===== src/hdl/ft_pkg.sv =====
// Shared types and constants of the flow totalizer.
// Used by ft_ctrl, ft_dpath, flow_totalizer_top, ft_tick_checker and testbench; depends on nothing.
package ft_pkg;

    // field widths
    localparam int NOW_W      = 32;
    localparam int VAL_W      = 32;
    localparam int TOT_W      = 48;
    localparam int SCALE_W    = 32;
    localparam int SD_W       = 47;
    localparam int MODE_W     = 3;
    localparam int QUAL_W     = 2;
    localparam int STAT_W     = 3;
    localparam int CFG_IDX_W  = 3;
    localparam int CFG_DATA_W = 48;

    // accumulate modes
    localparam logic [MODE_W-1:0] MODE_DELTA     = 3'd0;
    localparam logic [MODE_W-1:0] MODE_ABS_DELTA = 3'd1;
    localparam logic [MODE_W-1:0] MODE_RATE_SEC  = 3'd2;
    localparam logic [MODE_W-1:0] MODE_RATE_MIN  = 3'd3;
    localparam logic [MODE_W-1:0] MODE_RATE_HOUR = 3'd4;

    // register indexes
    localparam logic [CFG_IDX_W-1:0] REG_MODE    = 3'd0;
    localparam logic [CFG_IDX_W-1:0] REG_SCALE   = 3'd1;
    localparam logic [CFG_IDX_W-1:0] REG_INIT    = 3'd2;
    localparam logic [CFG_IDX_W-1:0] REG_RETAIN  = 3'd3;
    localparam logic [CFG_IDX_W-1:0] REG_SAVE_DL = 3'd4;
    localparam logic [CFG_IDX_W-1:0] REG_PERIOD  = 3'd5;

    // status codes
    localparam logic [STAT_W-1:0] STAT_OK          = 3'd0;
    localparam logic [STAT_W-1:0] STAT_RESET       = 3'd1;
    localparam logic [STAT_W-1:0] STAT_SAVED       = 3'd2;
    localparam logic [STAT_W-1:0] STAT_RESET_SAVED = 3'd3;
    localparam logic [STAT_W-1:0] STAT_SAVE_FAIL   = 3'd4;
    localparam logic [STAT_W-1:0] STAT_MISSING     = 3'd5;

    // quality codes
    localparam logic [QUAL_W-1:0] QUAL_UNINIT = 2'd0;
    localparam logic [QUAL_W-1:0] QUAL_GOOD   = 2'd1;
    localparam logic [QUAL_W-1:0] QUAL_FAULT  = 2'd3;

    // register defaults
    localparam logic [SCALE_W-1:0] SCALE_ONE   = 32'd65536;
    localparam logic [SD_W-1:0]    SD_DFLT     = 47'd65536;
    localparam logic [NOW_W-1:0]   PERIOD_DFLT = 32'd60000;

    // divisor unit_ms * 2^16 = odd * 2^shift
    localparam int REM_W = 15;
    localparam int SH_W  = 5;
    localparam logic [REM_W-1:0] ODD_ONE  = 15'd1;
    localparam logic [REM_W-1:0] ODD_SEC  = 15'd125;
    localparam logic [REM_W-1:0] ODD_MIN  = 15'd1875;
    localparam logic [REM_W-1:0] ODD_HOUR = 15'd28125;
    localparam logic [SH_W-1:0]  SH_DELTA = 5'd16;
    localparam logic [SH_W-1:0]  SH_SEC   = 5'd19;
    localparam logic [SH_W-1:0]  SH_MIN   = 5'd21;
    localparam logic [SH_W-1:0]  SH_HOUR  = 5'd23;

    // arithmetic widths
    localparam int MAG_W     = 33;
    localparam int PROD_W    = 64;
    localparam int NUM_W     = 96;
    localparam int DVD_W     = 80;
    localparam int DIG_BITS  = 8;
    localparam int DIV_STEPS = DVD_W / DIG_BITS;
    localparam int CNT_W     = $clog2(DIV_STEPS);
    localparam logic [CNT_W-1:0] CNT_LAST = CNT_W'(DIV_STEPS - 1);
    localparam int INC_W     = 49;
    localparam logic [INC_W-1:0] INC_CAP = 49'h1000000000000;
    localparam logic [TOT_W-1:0] TOT_MAX = 48'h7FFFFFFFFFFF;
    localparam logic [TOT_W-1:0] TOT_MIN = 48'h800000000000;

    typedef enum logic [3:0] {
        ST_IDLE,
        ST_PREP,
        ST_MUL,
        ST_PP_LO,
        ST_PP_HI,
        ST_LOAD,
        ST_DIV,
        ST_ROUND,
        ST_ADD,
        ST_SAVE,
        ST_OUT
    } t_ft_state;

    typedef struct packed {
        logic load_in;
        logic prep;
        logic mul;
        logic pp_lo;
        logic pp_hi;
        logic load_div;
        logic div_step;
        logic round;
        logic add;
        logic save;
        logic commit;
    } t_ft_cmd;

    typedef struct packed {
        logic missing;
        logic delta_mode;
    } t_ft_sts;

endpackage


===== src/hdl/ft_ctrl.sv =====
// Sequencer of the flow totalizer: one item at a time through the datapath.
// Depends on ft_pkg.
module ft_ctrl (
    input  logic            i_clk,
    input  logic            i_rst_n,
    input  logic            i_in_valid,
    input  logic            i_out_free,
    input  ft_pkg::t_ft_sts i_sts,
    output logic            o_in_ready,
    output ft_pkg::t_ft_cmd o_cmd
);

    ft_pkg::t_ft_state             r_state, n_state;
    logic [ft_pkg::CNT_W-1:0]      r_cnt, n_cnt;

    always_ff @(posedge i_clk) begin
        if (!i_rst_n) begin
            r_state <= ft_pkg::ST_IDLE;
            r_cnt   <= '0;
        end else begin
            r_state <= n_state;
            r_cnt   <= n_cnt;
        end
    end

    always_comb begin
        n_state    = r_state;
        n_cnt      = r_cnt;
        o_cmd      = '0;
        o_in_ready = 1'b0;
        case (r_state)
            ft_pkg::ST_IDLE: begin
                o_in_ready = 1'b1;
                if (i_in_valid) begin
                    o_cmd.load_in = 1'b1;
                    n_state       = ft_pkg::ST_PREP;
                end
            end
            ft_pkg::ST_PREP: begin
                o_cmd.prep = 1'b1;
                n_state    = i_sts.missing ? ft_pkg::ST_OUT : ft_pkg::ST_MUL;
            end
            ft_pkg::ST_MUL: begin
                o_cmd.mul = 1'b1;
                n_state   = ft_pkg::ST_PP_LO;
            end
            ft_pkg::ST_PP_LO: begin
                o_cmd.pp_lo = 1'b1;
                n_state     = ft_pkg::ST_PP_HI;
            end
            ft_pkg::ST_PP_HI: begin
                o_cmd.pp_hi = 1'b1;
                n_state     = ft_pkg::ST_LOAD;
            end
            ft_pkg::ST_LOAD: begin
                o_cmd.load_div = 1'b1;
                n_cnt          = '0;
                // delta modes divide by a power of two only
                n_state = i_sts.delta_mode ? ft_pkg::ST_ROUND : ft_pkg::ST_DIV;
            end
            ft_pkg::ST_DIV: begin
                o_cmd.div_step = 1'b1;
                n_cnt          = r_cnt + 1'b1;
                if (r_cnt == ft_pkg::CNT_LAST) begin
                    n_state = ft_pkg::ST_ROUND;
                end
            end
            ft_pkg::ST_ROUND: begin
                o_cmd.round = 1'b1;
                n_state     = ft_pkg::ST_ADD;
            end
            ft_pkg::ST_ADD: begin
                o_cmd.add = 1'b1;
                n_state   = ft_pkg::ST_SAVE;
            end
            ft_pkg::ST_SAVE: begin
                o_cmd.save = 1'b1;
                n_state    = ft_pkg::ST_OUT;
            end
            ft_pkg::ST_OUT: begin
                if (i_out_free) begin
                    o_cmd.commit = 1'b1;
                    n_state      = ft_pkg::ST_IDLE;
                end
            end
            default: begin
                n_state = ft_pkg::ST_IDLE;
            end
        endcase
    end

    a_commit_free: assert property (@(posedge i_clk) disable iff (!i_rst_n)
        o_cmd.commit |-> i_out_free)
        else $error("commit while output register is occupied");

    a_cnt_range: assert property (@(posedge i_clk) disable iff (!i_rst_n)
        (r_state == ft_pkg::ST_DIV) |-> (r_cnt <= ft_pkg::CNT_LAST))
        else $error("divider step count out of range");

    a_accept_prep: assert property (@(posedge i_clk) disable iff (!i_rst_n)
        o_cmd.load_in |=> (r_state == ft_pkg::ST_PREP))
        else $error("accepted item did not enter preparation");

endmodule


===== config.mk =====
export PLATFORM = sky130hd
export DESIGN_NAME = ft_ctrl
export DESIGN_NICKNAME = d
export VERILOG_FILES = /design/src/hdl/ft_pkg.sv /design/src/hdl/ft_ctrl.sv
export SDC_FILE = /design/constraint.sdc
export NUM_CORES = 1
export LEC_CHECK = 0
export ABC_AREA = 1
export ABC_CLOCK_PERIOD_IN_PS = 1700
export BUFFER_PORTS_ARGS = -buffer_cell sky130_fd_sc_hd__buf_2
export CORE_ASPECT_RATIO = 1.1
export CORE_MARGIN = 4
export CORE_UTILIZATION = 30
export DETAILED_ROUTE_END_ITERATION = 8
export PLACE_DENSITY = 0.55
export SYNTH_ARGS = -nofsm -noshare
export SYNTH_HDL_FRONTEND = slang
export SYNTH_SLANG_ARGS = --single-unit

===== constraint.sdc =====
create_clock -name i_clk -period 1.7 [get_ports i_clk]
set_clock_uncertainty 0.15 [all_clocks]
set_input_delay 0.085 -clock i_clk [delete_from_list [all_inputs] [get_ports i_clk]]
set_output_delay 0.085 -clock i_clk [all_outputs]
set_load 0.005 [all_outputs]

==> flow_summary_export.csv <==
group,metric,value,unit
place,placed_cells,117,
layout,final_util,41.3,%
grt,grt_pass1_wl,2090,µm
timing,min_period,1.43,ns
power_and_ir_drop,power.switching,0.203,mW
synthesis,synth-seq-area-share,30.3,%
power_and_ir_drop,max-vdd-ir-drop,0.315,mV
clock_tree,cts_sinks,8,
synthesis,synth_area,528,µm²
run_status,status,"complete, no violations",
power_and_ir_drop,pwr-share-seq,39.9,%
power_and_ir_drop,power_frac_clock,25.5,%
power_and_ir_drop,switching_share,36.4,%
layout,area_delta_synth_final,26.3,%
setup_path,cp_max_fo,4,
layout,multi_input_area,300,µm²
clock_tree,ctsResizeCount,0,
flow_run,cap_violations,0,
setup_path,crit_required,1.46,ns
hold_path,min_path_type,"primary input to flip-flop",
drt,dr.pass1.iters,4,
power_and_ir_drop,fin_total_pwr,0.558,mW
power_and_ir_drop,power.density,836,nW/µm²
timing,fmax,702,MHz
timing,rsz0062_at_grt,"false",
floorplan,start_util,32.7,%
place,port_buffers,17,
timing,setup_viol,0,
synthesis,synth-seq-cells,8,
grt,grt_max_degree,7,
synthesis,synth.distinct_cells,19,
drt,drc,0,
timing,slew_viol_final,0,
synthesis,syn_inst,83,
setup_path,path_delay_family,"flip-flops",
grt,grt_pass1_vias,512,
power_and_ir_drop,comb_power_share,34.6,%
clock_tree,postCtsSetupRepairBufs,0,
power_and_ir_drop,p_leak,0.374,nW
layout,drive_gt1_share,29.8,%
floorplan,die_h,52,µm
timing,worst_slew_pin_slew,0.256,ns
clock_tree,clk_latency,0.25,ns
place,dpl-instance-area,634,µm²
timing,finalSetupTns,0,ns
floorplan,io-pin-count,18,
drt,vias,560,
grt,gr-total-overflow,0,
clock_tree,cts_max_path_buffers,2,
drt,drtIter0Drc,14,
drt,postRouteAntennaNets,0,
timing,post-route-period-util,83.8,%
clock_tree,cts_tree,"yes",
drt,vias_per_cell,4.63,
drt,wl,1250,µm
setup_path,worstPathCellList,"inv_2, nor2_4, inv_2, nor3_1, buf_2",
synthesis,synth_fp_nets,91,
place,gp_congestion,0.775,
place,post-place-ws,0.370,ns
clock_tree,cts_made_buffers,3,
power_and_ir_drop,p_int,0.355,mW
layout,final_area,667,µm²
setup_path,cp_common_cell,"inv_2",
timing,whs,0.0202,ns
place,place_hpwl,1070,µm
clock_tree,path_clk_slew,0.05,ns
floorplan,die_x,48,µm
setup_path,crit_slowest_cell,"dfxtp_1",
layout,finalNonFillerCells,121,
setup_path,cp_data_arrival_time,1.19,ns
drt,routedWlPerCell,10.3,µm
timing,slew_headroom,82.9,%
layout,num_antenna_cells,0,
setup_path,max_stage_delay,0.38,ns
clock_tree,root_buffer,"clkbuf_4",
floorplan,die-area,2500,µm²
layout,final-seq-area,160,µm²
layout,nets,114,
floorplan,core,1610,µm²
clock_tree,htree_levels,1,
synthesis,synth_area_per_cell,6.36,µm²
synthesis,yosysWarnings,0,
setup_path,start_kind,"flip-flop",
grt,antenna_found_initial,0,
floorplan,placementRows,15,
layout,nFillCells,179,
setup_path,worstSetupPathType,"flip-flop to output port",
grt,grtUsageTotal,12.0,%
timing,setup_ws,0.275,ns
setup_path,path_buf_inv,3,
setup_path,cp-end-kind,"output port",
timing,hold_violations,0,
## sequential cells by signal, summed over array words and instances (netlist names)
signal,count
r_cnt,4
r_state,4
## power groups by stage
stage	Sequential, mW	Combinational [mW]	Clock [mW]
after global routing	0.225	0.221	0.158
after detailed placement	0.226	0.193	0
final	0.223	0.193	0.142
after CTS	0.222	0.195	0.151
after global placement	0.226	0.194	0
after floorplan	0.223	0.130	0
## cells in the mapped netlist
cell      n  area, µm²
nor2_8    1       20.0
ha_1      2       25.0
nor3_1    2       10.0
nor2_2    1       6.26
o21ai_0   2       10.0
or2_0     1       6.26
a31o_2    1       8.76
nand2_1  14       52.6
or2_2     1       6.26
dfxtp_1   8        160
inv_1    13       48.8
nand3_1   6       30.0
a31oi_1   2       12.5
nor2_4    1       11.3
inv_2     5       18.8
nand4_1   3       18.8
a21oi_1   4       20.0
nand2_2   1       6.26
nor2_1   15       56.3
## timing repair
| item | 4_1_cts | 5_1_grt |
|---|---|---|
| setup endpoints to repair | 0 | 0 |
| hold buffers | 1 | 0 |
| endpoints found under the hold margin | 2 | 0 |
## per-layer routing
layer  wire length (µm)  vias up  global-route usage, %
met4                 14        0                   6.73
met2                546       21                   18.3
met1                564      234                   15.2
met5                  0        -                      0
li1                   -      303                      -
met3                124        2                   2.08
## cell families (layout without fill, tap and decap cells)
logic type / Yosys count / in the layout / share of synthesized area, %
simple gates: 46 / 46 / 42.4
buf+inv: 18 / 39 / 12.8
compound gates: 9 / 9 / 9.72
flops: 8 / 8 / 30.3
fa+ha+maj: 2 / 2 / 4.74
## worst paths after layout
path                             end  slack (ns)  depth (start not counted)                     from
min reg2reg    r_cnt[3]$_SDFFE_PN0P_        0.36                          2    r_cnt[3]$_SDFFE_PN0P_
min          r_state[3]$_SDFFE_PN0P_        0.02                          5                 i_sts[1]
max reg2reg    r_cnt[1]$_SDFFE_PN0P_        0.37                          7  r_state[1]$_SDFFE_PN0P_
max                         o_cmd[0]        0.27                          5  r_state[1]$_SDFFE_PN0P_
## tightest hold or removal path, stage by stage
cell     delay [ns]
buf_2          0.08
nand2_1        0.04
nand4_1        0.09
nand2_1        0.05
inv_1          0.05
## area by class of cell
| type | count | area share [%] |
|---|---|---|
| multi-input combinational | 57 | 45.0 |
| sequential | 8 | 24.0 |
| timing repair buffer | 18 | 14.3 |
| inverter | 18 | 10.1 |
| clock buffer | 3 | 3.38 |
| tap | 17 | 3.19 |
## placed cells by master (no fill, tap or decap), types with 2 or more instances in the layout
| cell type | n |
|---|---|
| nand4_1 | 3 |
| inv_1 | 13 |
| a31oi_1 | 2 |
| dfxtp_1 | 8 |
| nor3_1 | 2 |
| buf_2 | 17 |
| nand3_1 | 6 |
| a21oi_1 | 4 |
| clkbuf_4 | 3 |
| ha_1 | 2 |
| o21ai_0 | 2 |
| nand2_1 | 14 |
| inv_2 | 5 |
| nor2_1 | 15 |
No activity file was read; power rests on OpenSTA's default activity.
